$ cat src/hw/rtl/tcc_pkg.sv
// tcc_pkg: shared types and constants for the touch coordinate calibrator
// used by tcc_serial_mul, tcc_serial_div and touch_coordinate_calibrator
`default_nettype none

package tcc_pkg;

   // field widths
   localparam int COORD_W    = 12;
   localparam int RAW_W      = 12;
   localparam int SUM_W      = 15;
   localparam int PROD_W     = 24;
   localparam int ORIENT_W   = 3;
   localparam int CSR_IDX_W  = 3;
   localparam int CSR_DATA_W = 12;

   // serial divider sizes
   localparam int DIVIDEND_W = PROD_W;
   localparam int DIVISOR_W  = COORD_W;

   // register indexes
   localparam logic [CSR_IDX_W-1:0] REG_X_RAW_MIN   = 3'd0;
   localparam logic [CSR_IDX_W-1:0] REG_X_RAW_MAX   = 3'd1;
   localparam logic [CSR_IDX_W-1:0] REG_Y_RAW_MIN   = 3'd2;
   localparam logic [CSR_IDX_W-1:0] REG_Y_RAW_MAX   = 3'd3;
   localparam logic [CSR_IDX_W-1:0] REG_WIDTH_M1    = 3'd4;
   localparam logic [CSR_IDX_W-1:0] REG_HEIGHT_M1   = 3'd5;
   localparam logic [CSR_IDX_W-1:0] REG_ORIENTATION = 3'd6;

   // orientation bits
   localparam int ORIENT_INV_X = 0;
   localparam int ORIENT_INV_Y = 1;
   localparam int ORIENT_SWAP  = 2;

   // register reset values
   localparam logic [RAW_W-1:0]    RST_X_RAW_MIN = 12'd200;
   localparam logic [RAW_W-1:0]    RST_X_RAW_MAX = 12'd3700;
   localparam logic [RAW_W-1:0]    RST_Y_RAW_MIN = 12'd200;
   localparam logic [RAW_W-1:0]    RST_Y_RAW_MAX = 12'd3700;
   localparam logic [COORD_W-1:0]  RST_WIDTH_M1  = 12'd319;
   localparam logic [COORD_W-1:0]  RST_HEIGHT_M1 = 12'd239;
   localparam logic [ORIENT_W-1:0] RST_ORIENT    = 3'd0;

   // one touch poll
   typedef struct packed {
      logic             pen_down;
      logic [RAW_W-1:0] x_sample_a;
      logic [RAW_W-1:0] x_sample_b;
      logic [RAW_W-1:0] x_sample_c;
      logic [RAW_W-1:0] x_sample_d;
      logic [RAW_W-1:0] y_sample_a;
      logic [RAW_W-1:0] y_sample_b;
      logic [RAW_W-1:0] y_sample_c;
      logic [RAW_W-1:0] y_sample_d;
   } req_type;

   // one calibrated result
   typedef struct packed {
      logic [COORD_W-1:0] screen_x;
      logic [COORD_W-1:0] screen_y;
      logic               pressed;
   } rsp_type;

endpackage

`default_nettype wire

$ cat src/hw/rtl/tcc_serial_mul.sv
// tcc_serial_mul: shift-and-add unsigned multiplier, one multiplier bit per cycle
// depends on tcc_pkg for widths
`default_nettype none

module tcc_serial_mul (
   input  wire logic                           clock,
   input  wire logic                           reset,
   input  wire logic                           start,
   input  wire logic [tcc_pkg::COORD_W-1:0]    multiplicand,
   input  wire logic [tcc_pkg::COORD_W-1:0]    multiplier,
   output logic                                done,
   output logic [tcc_pkg::PROD_W-1:0]          product
);
   import tcc_pkg::*;

   localparam int STEP_CNT_W = $clog2(COORD_W);
   localparam logic [STEP_CNT_W-1:0] LAST_STEP = STEP_CNT_W'(COORD_W - 1);

   logic                  busy_ff, busy_in;
   logic                  done_ff, done_in;
   logic [STEP_CNT_W-1:0] cnt_ff, cnt_in;
   logic [COORD_W-1:0]    mcand_ff, mcand_in;
   logic [COORD_W-1:0]    hi_ff, hi_in;
   logic [COORD_W-1:0]    lo_ff, lo_in;
   logic [COORD_W:0]      partial;

   // add the multiplicand into the high half when the low bit is set, then shift right
   always_comb begin
      partial  = {1'b0, hi_ff} + (lo_ff[0] ? {1'b0, mcand_ff} : '0);
      busy_in  = busy_ff;
      done_in  = 1'b0;
      cnt_in   = cnt_ff;
      mcand_in = mcand_ff;
      hi_in    = hi_ff;
      lo_in    = lo_ff;
      if (start) begin
         busy_in  = 1'b1;
         cnt_in   = '0;
         mcand_in = multiplicand;
         hi_in    = '0;
         lo_in    = multiplier;
      end else if (busy_ff) begin
         hi_in  = partial[COORD_W:1];
         lo_in  = {partial[0], lo_ff[COORD_W-1:1]};
         cnt_in = cnt_ff + 1'b1;
         if (cnt_ff == LAST_STEP) begin
            busy_in = 1'b0;
            done_in = 1'b1;
         end
      end
   end

   // control state
   always_ff @(posedge clock) begin
      if (reset) begin
         busy_ff <= 1'b0;
         done_ff <= 1'b0;
         cnt_ff  <= '0;
      end else begin
         busy_ff <= busy_in;
         done_ff <= done_in;
         cnt_ff  <= cnt_in;
      end
   end

   // datapath shift registers
   always_ff @(posedge clock) begin
      mcand_ff <= mcand_in;
      hi_ff    <= hi_in;
      lo_ff    <= lo_in;
   end

   assign done    = done_ff;
   assign product = {hi_ff, lo_ff};

endmodule

`default_nettype wire

$ cat src/hw/rtl/tcc_serial_div.sv
// tcc_serial_div: restoring unsigned divider, one quotient bit per cycle
// depends on tcc_pkg for widths; divisor must be nonzero
`default_nettype none

module tcc_serial_div (
   input  wire logic                            clock,
   input  wire logic                            reset,
   input  wire logic                            start,
   input  wire logic [tcc_pkg::DIVIDEND_W-1:0]  dividend,
   input  wire logic [tcc_pkg::DIVISOR_W-1:0]   divisor,
   output logic                                 done,
   output logic [tcc_pkg::DIVIDEND_W-1:0]       quotient
);
   import tcc_pkg::*;

   localparam int STEP_CNT_W = $clog2(DIVIDEND_W);
   localparam logic [STEP_CNT_W-1:0] LAST_STEP = STEP_CNT_W'(DIVIDEND_W - 1);

   logic                  busy_ff, busy_in;
   logic                  done_ff, done_in;
   logic [STEP_CNT_W-1:0] cnt_ff, cnt_in;
   logic [DIVISOR_W-1:0]  dsr_ff, dsr_in;
   logic [DIVISOR_W-1:0]  rem_ff, rem_in;
   logic [DIVIDEND_W-1:0] quo_ff, quo_in;
   logic [DIVISOR_W:0]    shifted;
   logic [DIVISOR_W+1:0]  trial;
   logic                  fits;

   // trial subtract of the divisor from the shifted remainder
   always_comb begin
      shifted = {rem_ff, quo_ff[DIVIDEND_W-1]};
      trial   = {1'b0, shifted} - {2'b00, dsr_ff};
      fits    = ~trial[DIVISOR_W+1];
      busy_in = busy_ff;
      done_in = 1'b0;
      cnt_in  = cnt_ff;
      dsr_in  = dsr_ff;
      rem_in  = rem_ff;
      quo_in  = quo_ff;
      if (start) begin
         busy_in = 1'b1;
         cnt_in  = '0;
         dsr_in  = divisor;
         rem_in  = '0;
         quo_in  = dividend;
      end else if (busy_ff) begin
         rem_in = fits ? trial[DIVISOR_W-1:0] : shifted[DIVISOR_W-1:0];
         quo_in = {quo_ff[DIVIDEND_W-2:0], fits};
         cnt_in = cnt_ff + 1'b1;
         if (cnt_ff == LAST_STEP) begin
            busy_in = 1'b0;
            done_in = 1'b1;
         end
      end
   end

   // control state
   always_ff @(posedge clock) begin
      if (reset) begin
         busy_ff <= 1'b0;
         done_ff <= 1'b0;
         cnt_ff  <= '0;
      end else begin
         busy_ff <= busy_in;
         done_ff <= done_in;
         cnt_ff  <= cnt_in;
      end
   end

   // dividend / quotient shift register and partial remainder
   always_ff @(posedge clock) begin
      dsr_ff <= dsr_in;
      rem_ff <= rem_in;
      quo_ff <= quo_in;
   end

   assign done     = done_ff;
   assign quotient = quo_ff;

endmodule

`default_nettype wire

$ cat src/hw/rtl/touch_coordinate_calibrator.sv
// touch_coordinate_calibrator: top level, sequencer and calibration registers
// depends on tcc_pkg, tcc_serial_mul and tcc_serial_div
// pen down: results are computed with one shared bit-serial divider (average, then mapping)
//   and a bit-serial multiplier
// pen up or down, one poll is processed at a time
// a new poll is taken only in idle; the result register frees the input side early
// reset: synchronous; calibration registers return to their defaults, held coordinates clear to 0
`default_nettype none

module touch_coordinate_calibrator #(
   parameter int SAMPLE_COUNT = 4,
   parameter int RAW_BITS     = 12
) (
   input  wire logic                               clock,
   input  wire logic                               reset,
   input  wire logic                               req_valid,
   output logic                                    req_ready,
   input  wire tcc_pkg::req_type                   req_data,
   output logic                                    rsp_valid,
   input  wire logic                               rsp_ready,
   output tcc_pkg::rsp_type                        rsp_data,
   input  wire logic                               csr_valid,
   output logic                                    csr_ready,
   input  wire logic [tcc_pkg::CSR_IDX_W-1:0]      csr_index,
   input  wire logic [tcc_pkg::CSR_DATA_W-1:0]     csr_data
);
   import tcc_pkg::*;

   // sequencer codes
   localparam logic [3:0] ST_IDLE     = 4'd0;
   localparam logic [3:0] ST_ACC      = 4'd1;
   localparam logic [3:0] ST_AVG_GO   = 4'd2;
   localparam logic [3:0] ST_AVG_WAIT = 4'd3;
   localparam logic [3:0] ST_MUL_GO   = 4'd4;
   localparam logic [3:0] ST_MUL_WAIT = 4'd5;
   localparam logic [3:0] ST_DIV_GO   = 4'd6;
   localparam logic [3:0] ST_DIV_WAIT = 4'd7;
   localparam logic [3:0] ST_POST     = 4'd8;
   localparam logic [3:0] ST_FINISH   = 4'd9;

   localparam int CNT_W = 3;
   localparam logic [CNT_W-1:0] LAST_SAMPLE = CNT_W'(SAMPLE_COUNT - 1);
   localparam logic [RAW_W-1:0] RAW_MASK =
      (RAW_BITS >= RAW_W) ? {RAW_W{1'b1}} : RAW_W'((32'd1 << RAW_BITS) - 32'd1);
   localparam logic [DIVISOR_W-1:0] AVG_DIVISOR = DIVISOR_W'(SAMPLE_COUNT);

   // calibration registers
   logic [RAW_W-1:0]    x_min_ff, y_min_ff, x_max_ff, y_max_ff;
   logic [COORD_W-1:0]  width_m1_ff, height_m1_ff;
   logic [ORIENT_W-1:0] orient_ff;

   // sequencer and datapath registers
   logic [3:0]         state_ff, state_in;
   logic               axis_ff, axis_in;
   logic [CNT_W-1:0]   cnt_ff, cnt_in;
   logic [SUM_W-1:0]   sum_ff, sum_in;
   logic [COORD_W-1:0] avg_ff, avg_in;
   logic [COORD_W-1:0] mapped_ff, mapped_in;
   logic [COORD_W-1:0] tx_ff, tx_in;
   logic [COORD_W-1:0] ty_ff, ty_in;
   logic [COORD_W-1:0] held_x_ff, held_x_in;
   logic [COORD_W-1:0] held_y_ff, held_y_in;
   req_type            req_ff, req_in;
   rsp_type            rsp_ff, rsp_in;
   logic               rsp_valid_ff, rsp_valid_in;

   // per-axis selections and arithmetic
   logic [RAW_W-1:0]      sample, lo, hi;
   logic [COORD_W-1:0]    ext, inverted;
   logic                  inv;
   logic [RAW_W:0]        diff, diff_neg, span, span_neg;
   logic [COORD_W-1:0]    diff_mag, span_mag;
   logic                  result_neg;
   logic                  accept, rsp_free;

   // shared unit connections
   logic                  mul_start, mul_done;
   logic [PROD_W-1:0]     product;
   logic                  div_start, div_done;
   logic [DIVIDEND_W-1:0] dividend, quotient;
   logic [DIVISOR_W-1:0]  divisor;

   tcc_serial_mul u_mul (
      .clock        (clock),
      .reset        (reset),
      .start        (mul_start),
      .multiplicand (diff_mag),
      .multiplier   (ext),
      .done         (mul_done),
      .product      (product)
   );

   tcc_serial_div u_div (
      .clock    (clock),
      .reset    (reset),
      .start    (div_start),
      .dividend (dividend),
      .divisor  (divisor),
      .done     (div_done),
      .quotient (quotient)
   );

   // configuration writes, always ready
   assign csr_ready = 1'b1;

   always_ff @(posedge clock) begin
      if (reset) begin
         x_min_ff     <= RST_X_RAW_MIN;
         x_max_ff     <= RST_X_RAW_MAX;
         y_min_ff     <= RST_Y_RAW_MIN;
         y_max_ff     <= RST_Y_RAW_MAX;
         width_m1_ff  <= RST_WIDTH_M1;
         height_m1_ff <= RST_HEIGHT_M1;
         orient_ff    <= RST_ORIENT;
      end else if (csr_valid) begin
         case (csr_index)
            REG_X_RAW_MIN:   x_min_ff     <= csr_data;
            REG_X_RAW_MAX:   x_max_ff     <= csr_data;
            REG_Y_RAW_MIN:   y_min_ff     <= csr_data;
            REG_Y_RAW_MAX:   y_max_ff     <= csr_data;
            REG_WIDTH_M1:    width_m1_ff  <= csr_data;
            REG_HEIGHT_M1:   height_m1_ff <= csr_data;
            REG_ORIENTATION: orient_ff    <= csr_data[ORIENT_W-1:0];
            default: ;
         endcase
      end
   end

   // sample picked cyclically from the four fields of the current axis
   always_comb begin
      case ({axis_ff, cnt_ff[1:0]})
         3'b000:  sample = req_ff.x_sample_a;
         3'b001:  sample = req_ff.x_sample_b;
         3'b010:  sample = req_ff.x_sample_c;
         3'b011:  sample = req_ff.x_sample_d;
         3'b100:  sample = req_ff.y_sample_a;
         3'b101:  sample = req_ff.y_sample_b;
         3'b110:  sample = req_ff.y_sample_c;
         default: sample = req_ff.y_sample_d;
      endcase
   end

   // calibration of the current axis
   always_comb begin
      lo  = axis_ff ? y_min_ff : x_min_ff;
      hi  = axis_ff ? y_max_ff : x_max_ff;
      ext = axis_ff ? height_m1_ff : width_m1_ff;
      inv = axis_ff ? orient_ff[ORIENT_INV_Y] : orient_ff[ORIENT_INV_X];

      diff       = {1'b0, avg_ff} - {1'b0, lo};
      diff_neg   = '0 - diff;
      diff_mag   = diff[RAW_W] ? diff_neg[COORD_W-1:0] : diff[COORD_W-1:0];
      span       = {1'b0, hi} - {1'b0, lo};
      span_neg   = '0 - span;
      span_mag   = span[RAW_W] ? span_neg[COORD_W-1:0] : span[COORD_W-1:0];
      result_neg = diff[RAW_W] ^ span[RAW_W];
      inverted   = ext - mapped_ff;
   end

   // multiplier start and divider operand selection: average first, then the mapping
   always_comb begin
      mul_start = (state_ff == ST_MUL_GO) && (span_mag != '0);
      div_start = (state_ff == ST_AVG_GO) || (state_ff == ST_DIV_GO);
      if (state_ff == ST_AVG_GO) begin
         dividend = {{(DIVIDEND_W - SUM_W){1'b0}}, sum_ff};
         divisor  = AVG_DIVISOR;
      end else begin
         dividend = product;
         divisor  = span_mag;
      end
   end

   // handshakes
   assign req_ready = (state_ff == ST_IDLE);
   assign accept    = req_valid && req_ready;
   assign rsp_free  = !rsp_valid_ff || rsp_ready;

   // sequencer
   always_comb begin
      state_in     = state_ff;
      axis_in      = axis_ff;
      cnt_in       = cnt_ff;
      sum_in       = sum_ff;
      avg_in       = avg_ff;
      mapped_in    = mapped_ff;
      tx_in        = tx_ff;
      ty_in        = ty_ff;
      held_x_in    = held_x_ff;
      held_y_in    = held_y_ff;
      req_in       = req_ff;
      rsp_in       = rsp_ff;
      rsp_valid_in = rsp_ready ? 1'b0 : rsp_valid_ff;

      case (state_ff)
         ST_IDLE: begin
            if (accept) begin
               req_in  = req_data;
               axis_in = 1'b0;
               cnt_in  = '0;
               sum_in  = '0;
               state_in = req_data.pen_down ? ST_ACC : ST_FINISH;
            end
         end
         ST_ACC: begin
            sum_in = sum_ff + {{(SUM_W - RAW_W){1'b0}}, sample & RAW_MASK};
            cnt_in = cnt_ff + 1'b1;
            if (cnt_ff == LAST_SAMPLE) begin
               state_in = ST_AVG_GO;
            end
         end
         ST_AVG_GO: begin
            state_in = ST_AVG_WAIT;
         end
         ST_AVG_WAIT: begin
            if (div_done) begin
               avg_in   = quotient[COORD_W-1:0];
               state_in = ST_MUL_GO;
            end
         end
         ST_MUL_GO: begin
            // equal calibration ends map to zero
            if (span_mag == '0) begin
               mapped_in = '0;
               state_in  = ST_POST;
            end else begin
               state_in = ST_MUL_WAIT;
            end
         end
         ST_MUL_WAIT: begin
            if (mul_done) begin
               state_in = ST_DIV_GO;
            end
         end
         ST_DIV_GO: begin
            state_in = ST_DIV_WAIT;
         end
         ST_DIV_WAIT: begin
            // signed quotient clamped to 0..extent
            if (div_done) begin
               if (result_neg || (quotient == '0)) begin
                  mapped_in = '0;
               end else if (quotient > {{(DIVIDEND_W - COORD_W){1'b0}}, ext}) begin
                  mapped_in = ext;
               end else begin
                  mapped_in = quotient[COORD_W-1:0];
               end
               state_in = ST_POST;
            end
         end
         ST_POST: begin
            // optional inversion within the axis's own extent
            if (axis_ff) begin
               ty_in    = inv ? inverted : mapped_ff;
               state_in = ST_FINISH;
            end else begin
               tx_in    = inv ? inverted : mapped_ff;
               axis_in  = 1'b1;
               cnt_in   = '0;
               sum_in   = '0;
               state_in = ST_ACC;
            end
         end
         ST_FINISH: begin
            if (rsp_free) begin
               rsp_valid_in     = 1'b1;
               rsp_in.pressed   = req_ff.pen_down;
               rsp_in.screen_x  = held_x_ff;
               rsp_in.screen_y  = held_y_ff;
               if (req_ff.pen_down) begin
                  held_x_in = orient_ff[ORIENT_SWAP] ? ty_ff : tx_ff;
                  held_y_in = orient_ff[ORIENT_SWAP] ? tx_ff : ty_ff;
                  rsp_in.screen_x = held_x_in;
                  rsp_in.screen_y = held_y_in;
               end
               state_in = ST_IDLE;
            end
         end
         default: begin
            state_in = ST_IDLE;
         end
      endcase
   end

   // control state
   always_ff @(posedge clock) begin
      if (reset) begin
         state_ff     <= ST_IDLE;
         axis_ff      <= 1'b0;
         cnt_ff       <= '0;
         held_x_ff    <= '0;
         held_y_ff    <= '0;
         rsp_valid_ff <= 1'b0;
      end else begin
         state_ff     <= state_in;
         axis_ff      <= axis_in;
         cnt_ff       <= cnt_in;
         held_x_ff    <= held_x_in;
         held_y_ff    <= held_y_in;
         rsp_valid_ff <= rsp_valid_in;
      end
   end

   // payload registers
   always_ff @(posedge clock) begin
      sum_ff    <= sum_in;
      avg_ff    <= avg_in;
      mapped_ff <= mapped_in;
      tx_ff     <= tx_in;
      ty_ff     <= ty_in;
      req_ff    <= req_in;
      rsp_ff    <= rsp_in;
   end

   assign rsp_valid = rsp_valid_ff;
   assign rsp_data  = rsp_ff;

endmodule

`default_nettype wire
$ cat config.mk
export PLATFORM = sky130hd
export DESIGN_NAME = touch_coordinate_calibrator
export DESIGN_NICKNAME = d
export VERILOG_FILES = /design/src/hw/rtl/tcc_pkg.sv /design/src/hw/rtl/tcc_serial_mul.sv /design/src/hw/rtl/tcc_serial_div.sv /design/src/hw/rtl/touch_coordinate_calibrator.sv
export SDC_FILE = /design/constraint.sdc
export NUM_CORES = 1
export LEC_CHECK = 0
export ABC_AREA = 1
export BUFFER_PORTS_ARGS = -buffer_cell sky130_fd_sc_hd__buf_2
export CORE_MARGIN = 3
export CORE_UTILIZATION = 50
export CTS_CLUSTER_DIAMETER = 40
export CTS_CLUSTER_SIZE = 10
export DETAILED_ROUTE_END_ITERATION = 12
export GPL_TIMING_DRIVEN = 1
export PLACE_DENSITY = 0.78
export SLEW_MARGIN = 20
export SYNTH_ARGS = -nofsm -noshare
export SYNTH_HDL_FRONTEND = slang
export SYNTH_HIERARCHICAL = 1
export SYNTH_SLANG_ARGS = --single-unit
export TNS_END_PERCENT = 50
$ cat constraint.sdc
create_clock -name clock -period 6.76 [get_ports clock]
set_input_delay 1.352 -clock clock [delete_from_list [all_inputs] [get_ports clock]]
set_output_delay 1.352 -clock clock [all_outputs]
set_load 0.005 [all_outputs]
==> impl_metrics.toml, run 1 <==
[outcome]
status = "finished, final reports clean"

[layout]
final_common_cell = "nand2_1"
final_cell_mix = "677 x nand2_1, 288 x inv_1, 245 x edfxtp_1, 208 x nor2_1, 151 x nand3_1"
final_cells = 3168
drive_above_1_share_pct = 13.6
num-fill-cells = 3386
final_nets = 2811
syn_to_final_growth_pct = 14.6
final_core_util_pct = 58.8
diodes = 0

[logic_synthesis]
syn_inst = 2471
synthArstFlopShare_pct = 0
syn_avg_cell_area_um2 = 8.37
syn-cell-area_um2 = 20700
yosysTopAreaCell = "edfxtp_1"
synth_edf_count = 245
synth_area_leaders = "edfxtp_1 36%, dfxtp_1 14%, nand2_1 12%, ha_1 5.6%, inv_1 5.3%"
synth-seq-cells = 390
synth_cell_types = 61
yosys_most_used_dff = "edfxtp_1"
synth-seq-area-share_pct = 49.6
syn-num-nets = 2686
yosysWarnings = 6
synth.top_cell.area_share_pct = 35.6

[clock_network]
cts_num_sinks = 390
cts_setup_buffers = 0
holdBufCountCts = 0
h-tree-depth = 2
clk_latency_ns = 0.61
cts_max_path_buffers = 3
cts_tree = "yes"
clk_pin_slew_ns = 0.05
ctsResizeCount = 0
cts_made_buffers = 57
root_buffer = "clkbuf_16"

[global_route]
grt_start_max_net_pins = 77
grt_pass1_wl_um = 84400
grt_pass1_vias = 16300
track_usage_pct = 23.8
antenna_found_initial = 0
grt_overflow = 0

[routing]
drc_errors = 0
routed-via-count = 17100
postRouteAntennaNets = 0
dr.pass1.iters = 7
drt-initial-drc-count = 1468
wl_per_cell_um = 16.7
routed_wl_um = 52800
vias_per_cell = 5.39

[critical_path]
criticalPathCategory = "flip-flop to flip-flop"
rr_startpoint = "axis_ff$_SDFFE_PP0P_"
crit_fanout = 37
slowest_stage = "fa_1"
cp_num_buf_inv = 6
crit_path_end_kind = "flip-flop"
startpoint_type = "flip-flop"
crit_chain = "inv_1 -> buf_4 -> or2_2 -> o21ai_0 -> inv_1 -> fa_1 -> ha_1 -> inv_1 -> nor2_1 -> nand3_1 -> nor2_2 -> nand2_2 -> nor2_2 -> nand2_1 -> nand3b_1 -> nand2_1 -> nand2_1 -> nor2_2 -> nand2_1 -> nand2_2 -> inv_2 -> nor2_1 -> inv_1"
critPathLaunch = "axis_ff$_SDFFE_PP0P_"
cp.required_ns = 6.99
cp.arrival_ns = 5.15
cpPeakStageDelay_ns = 0.60
cp_top_family = "simple AND/OR/NAND/NOR gates"

[flow_run]
cap_violations = 0

[floorplanning]
start_util_pct = 51.4
die_h_um = 209
ios = 145
dieWidth_um = 209
rows = 73
design.core.area_um2 = 40300
die_area_um2 = 43900

[power_and_ir_drop]
total_power_mw = 8.88
power_frac_seq_pct = 37.4
p_switching_mw = 3.13
swShare_pct = 35.3
p_int_mw = 5.75
pwr-share-comb_pct = 30.2
p_per_area_nw_per_um2 = 375
ir_worst_vdd_mv = 0.330
p_leak_nw = 10.7
clockPowerShare_pct = 32.4

[timing]
rsz0062_at_grt = "false"
max_freq_mhz = 203
hold_violations = 0
slew_headroom_pct = 27.3
tightest_slew_ns = 1.09
hold_ws_ns = 0.455
slew_violations = 0
setup-tns-final_ns = 0
fin_crit_sh_pct = 72.9
min_period_ns = 4.92
fin_skew_ns = 0.0311
finalSetupViolations = 0

[worst_hold_path]
hold_path.class = "flip-flop to flip-flop"
worstHoldStart = "width_m1_ff[2]$_SDFFE_PP1P_"

[placed_design]
gp_congestion = 0.938
dp_cells = 3062
dp_hpwl_um = 38000
io_buffers = 143
[power groups by stage]
stage	sequential, mW	clock (mW)	combinational (mW)
6_report	3.32	2.88	2.68
5_1_grt	3.35	3.04	3.03
4_1_cts	3.32	2.93	2.67
3_5_place_dp	3.36	0	2.64
3_3_place_gp	3.34	0	2.56
2_1_floorplan	3.27	0	2.03
[stage by stage]
| step | worst slack [ns] | cell area, um2 |
|---|---|---|
| floorplan | 0.801 | 20700 |
| global placement | 1.90 | 21800 |
| detailed placement | 1.83 | 21800 |
| CTS | 1.82 | 23700 |
| global route | 1.37 | 23700 |
| finish | 1.84 | 23700 |
[logic make-up (layout without fill, tap and decap cells)]
family | Yosys count | in the layout | synth area share [%]
other | 1 | 1 | 0.0181
xor gates and xnor gates | 35 | 35 | 1.48
adders and majority gates | 98 | 98 | 6.14
muxes | 18 | 18 | 0.913
buffers and inverters | 400 | 572 | 7.59
AOI/OAI and AO/OA | 353 | 353 | 10.0
and+or+nand+nor | 1176 | 1176 | 24.2
DFF | 390 | 390 | 49.6
[final timing paths]
path                                                     to  cells past startpoint  slack (ns)
worst max register to register     u_mul/lo_ff[0]$_DFFE_PP_                     23        1.84
worst max-delay path               u_mul/lo_ff[0]$_DFFE_PP_                     23        1.84
worst min register to register  width_m1_ff[2]$_SDFFE_PP1P_                      2        0.45
worst min-delay path            width_m1_ff[2]$_SDFFE_PP1P_                      2        0.45
[area by class of cell]
| cell class | count | area (um2) | share of cell area (%) |
|---|---|---|---|
| clock buffers | 80 | 1550 | 6.56 |
| clock inverters | 26 | 327 | 1.38 |
| inverters | 307 | 1150 | 4.87 |
| multi-input cells | 1681 | 8910 | 37.6 |
| flip-flops and latches | 390 | 10300 | 43.3 |
| well taps | 525 | 657 | 2.77 |
| repair buffers | 159 | 836 | 3.53 |
[state kept, by name, summed over array words and instances (netlist names), 4 cells and up]
| register | flops |
|---|---|
| height_m1_ff | 12 |
| u_mul/mcand_ff | 12 |
| u_mul/cnt_ff | 4 |
| y_max_ff | 12 |
| x_max_ff | 12 |
| u_mul/hi_ff | 12 |
| avg_ff | 12 |
| u_div/dsr_ff | 12 |
| u_div/rem_ff | 12 |
| held_y_ff | 12 |
| ty_ff | 12 |
| req_ff | 97 |
| mapped_ff | 12 |
| state_ff | 4 |
| y_min_ff | 12 |
| tx_ff | 12 |
| u_div/cnt_ff | 5 |
| u_mul/lo_ff | 12 |
| width_m1_ff | 12 |
| sum_ff | 15 |
| x_min_ff | 12 |
| rsp_data | 25 |
| u_div/quotient | 24 |
| held_x_ff | 12 |
[metal layers]
layer / global-route usage, % / vias to the layer above / share of wire [%]
met5: 0 / - / 0
met4: 9.93 / 0 / 4.0
met3: 3.92 / 120 / 6.5
met2: 40.8 / 608 / 48
met1: 29.9 / 7928 / 41
li1: - / 8428 / -
[cells in the mapped netlist (4+ instances only)]
library cell / instances
xnor2_1: 12
nand3_2: 13
fa_1: 6
nor4_1: 8
xor2_1: 23
ha_1: 92
buf_4: 5
mux2_2: 7
nand2_2: 21
or2_2: 18
inv_1: 291
a21oi_2: 12
nor2_2: 10
a221oi_1: 8
nand2_1: 677
a22o_1: 5
buf_6: 4
nand3b_1: 6
nand3_1: 151
o21ai_1: 5
clkbuf_1: 72
buf_1: 6
inv_2: 12
nor2_1: 213
a21oi_1: 123
a311oi_1: 25
buf_2: 5
dfxtp_1: 145
a2111oi_0: 5
nor3_1: 23
nand4_1: 24
edfxtp_1: 245
a31oi_1: 5
mux2i_1: 11
o21ai_0: 143
[worst reg2reg max path, stage by stage (launching register included)]
cell      delay, ns
dfxtp_2        0.53
inv_1          0.07
buf_4          0.24
or2_2          0.32
o21ai_0        0.27
inv_1          0.14
fa_1           0.60
ha_1           0.18
inv_1          0.05
nor2_1         0.14
nand3_1        0.13
nor2_2         0.11
nand2_2        0.07
nor2_2         0.11
nand2_1        0.08
nand3b_1       0.08
nand2_1        0.07
nand2_1        0.08
nor2_2         0.04
nand2_1        0.06
nand2_2        0.06
inv_2          0.51
nor2_1         0.18
inv_1          0.42
Power figures use the tool's default switching activity.
==> run 2: changes to the inputs <==
Clock period 6.76 ns to 5 ns, I/O delays scaled along.
==> impl_metrics.toml, run 2 (synthesis gave the netlist of run 1 again) <==
[layout]
diodes = 0
final_cells = 3163
final_cell_mix = "677 x nand2_1, 288 x inv_1, 245 x edfxtp_1, 207 x nor2_1, 151 x nand3_1"
final_common_cell = "nand2_1"
final_nets = 2809
syn_to_final_growth_pct = 14.1
largest_reg_flops = 97
regMostFlops = "req_ff"
num-fill-cells = 3386
drive_above_1_share_pct = 13.5

[timing]
slew_headroom_pct = 23.6
max_freq_mhz = 233
hold_violations = 0
setup_ws_ns = 0.715
slew_violations = 0
fin_skew_ns = 0.0269
min_period_ns = 4.28
finalSetupViolations = 0
setup-tns-final_ns = 0
tightest_slew_ns = 1.14
fin_crit_sh_pct = 85.7
rsz0062_at_grt = "false"

[power_and_ir_drop]
clockPowerShare_pct = 31.3
pwr-share-comb_pct = 31.1
power_frac_seq_pct = 37.6
swShare_pct = 35.6
p_switching_mw = 4.23
ir_worst_vdd_mv = 0.428
p_leak_nw = 10.7
total_power_mw = 11.9
p_per_area_nw_per_um2 = 503
p_int_mw = 7.65

[worst_hold_path]
hold_path.class = "flip-flop to flip-flop"
min_to = "height_m1_ff[0]$_SDFFE_PP1P_"
worstHoldStart = "height_m1_ff[0]$_SDFFE_PP1P_"
worstHoldPathCells = 2

[flow_run]
cap_violations = 0

[placed_design]
dp_cells = 3063
io_buffers = 143
pre_cts_slack_ns = 0.737
gp_congestion = 0.930
dp_hpwl_um = 38600

[critical_path]
criticalPathCategory = "flip-flop to flip-flop"
r2r_cells = 22
cp.required_ns = 5.22
crit_path_end_kind = "flip-flop"
startpoint_type = "flip-flop"
cp.arrival_ns = 4.50
r2r_slack_ns = 0.72
rr_endpoint = "u_mul/lo_ff[10]$_DFFE_PP_"
rr_startpoint = "axis_ff$_SDFFE_PP0P_"
crit_fanout = 14

[clock_network]
h-tree-depth = 2
cts_num_sinks = 390
clk_latency_ns = 0.59
cts_tree = "yes"
clk_pin_slew_ns = 0.05
ctsResizeCount = 0
cts_made_buffers = 54
cts_max_path_buffers = 3
root_buffer = "clkbuf_16"
cts_setup_buffers = 0
holdBufCountCts = 0

[global_route]
grt_start_max_net_pins = 77
track_usage_pct = 23.7
gr-usage-met3_pct = 4.36
grt_overflow = 0
use_met2_pct = 39.4
antenna_found_initial = 0
busiest_layer = "met2"
use_met1_pct = 30.7
grt_pass1_wl_um = 84400
grt_pass1_vias = 16400

[floorplanning]
die_h_um = 209
design.core.area_um2 = 40300
ios = 145
die_area_um2 = 43900
rows = 73
start_util_pct = 51.4
dieWidth_um = 209

[routing]
postRouteAntennaNets = 0
wl_per_cell_um = 16.8
routed_wl_um = 53000
routed-via-count = 17400
vias_per_cell = 5.49
drt-initial-drc-count = 1723
drc_errors = 0
dr.pass1.iters = 9

[outcome]
status = "finished, final reports clean"
[run 2: cell types whose count changed in the layout (fill, tap and decap cells not counted), moves of 2 or more]
cell	previous run	this run
clkbuf_16	58	55
clkbuf_8	2	4
clkinv_4	5	2
inv_6	6	3
[run 2: power by group through the flow]
stage	clock (mW)	sequential [mW]	combinational [mW]
2_1_floorplan	0	4.40	2.75
3_3_place_gp	0	4.49	3.49
3_5_place_dp	0	4.52	3.61
4_1_cts	3.76	4.46	3.65
5_1_grt	3.91	4.50	4.17
6_report	3.71	4.47	3.70
[run 2: routing by layer]
metal	wire length, um	vias to the layer above	part of all wire (%)
met5	0	-	0
met4	2170	0	4.1
met3	4290	154	8.1
met2	24900	773	47
met1	21700	7985	41
li1	-	8440	-
[run 2: area by class of cell]
cell class | count | area (um2) | area share (%)
repair buffers | 160 | 856 | 3.62
clock buffers | 80 | 1510 | 6.40
multi-input cells | 1681 | 8920 | 37.8
flip-flops and latches | 390 | 10300 | 43.5
inverters | 307 | 1150 | 4.89
well taps | 525 | 657 | 2.78
clock inverters | 20 | 250 | 1.06
[run 2: how the worst max path moves through the flow]
stage                                    start                           to  slack (ns)  cells past startpoint
after floorplan           axis_ff$_SDFFE_PP0P_     u_mul/lo_ff[0]$_DFFE_PP_        0.69                     24
after global placement    axis_ff$_SDFFE_PP0P_     u_mul/lo_ff[0]$_DFFE_PP_        0.84                     22
after detailed placement  axis_ff$_SDFFE_PP0P_     u_mul/lo_ff[3]$_DFFE_PP_        0.74                     22
after CTS                 axis_ff$_SDFFE_PP0P_    u_mul/lo_ff[10]$_DFFE_PP_        0.72                     22
after global routing      axis_ff$_SDFFE_PP0P_  u_mul/hi_ff[1]$_SDFFE_PP0P_        0.30                     26
final                     axis_ff$_SDFFE_PP0P_    u_mul/lo_ff[10]$_DFFE_PP_        0.72                     22
[run 2: critical path, cell delays in order, from the launching register on]
cell and delay (ns):
dfxtp_2 0.50, inv_1 0.10, or2_2 0.28, o21ai_0 0.25
inv_1 0.14, fa_1 0.59, ha_1 0.18, inv_1 0.05
nor2_1 0.13, nand3_1 0.12, nor2_2 0.11, nand2_2 0.07
nor2_2 0.10, nand3_1 0.10, nand2_1 0.07, nand2_1 0.06
nand2_1 0.06, nor2_1 0.06, nand2_1 0.09, nand2_2 0.08
inv_2 0.24, nor2_1 0.12, inv_1 0.41
[run 2: through the flow]
stage / hold slack [ns] / util (%) / instance area [um2]
floorplan: 0.421 / - / 20700
global placement: 0.432 / 54.2 / 21800
detailed placement: 0.440 / 54.2 / 21800
CTS: 0.454 / 58.6 / 23600
global route: 0.472 / 58.6 / 23600
finish: 0.449 / 58.6 / 23600
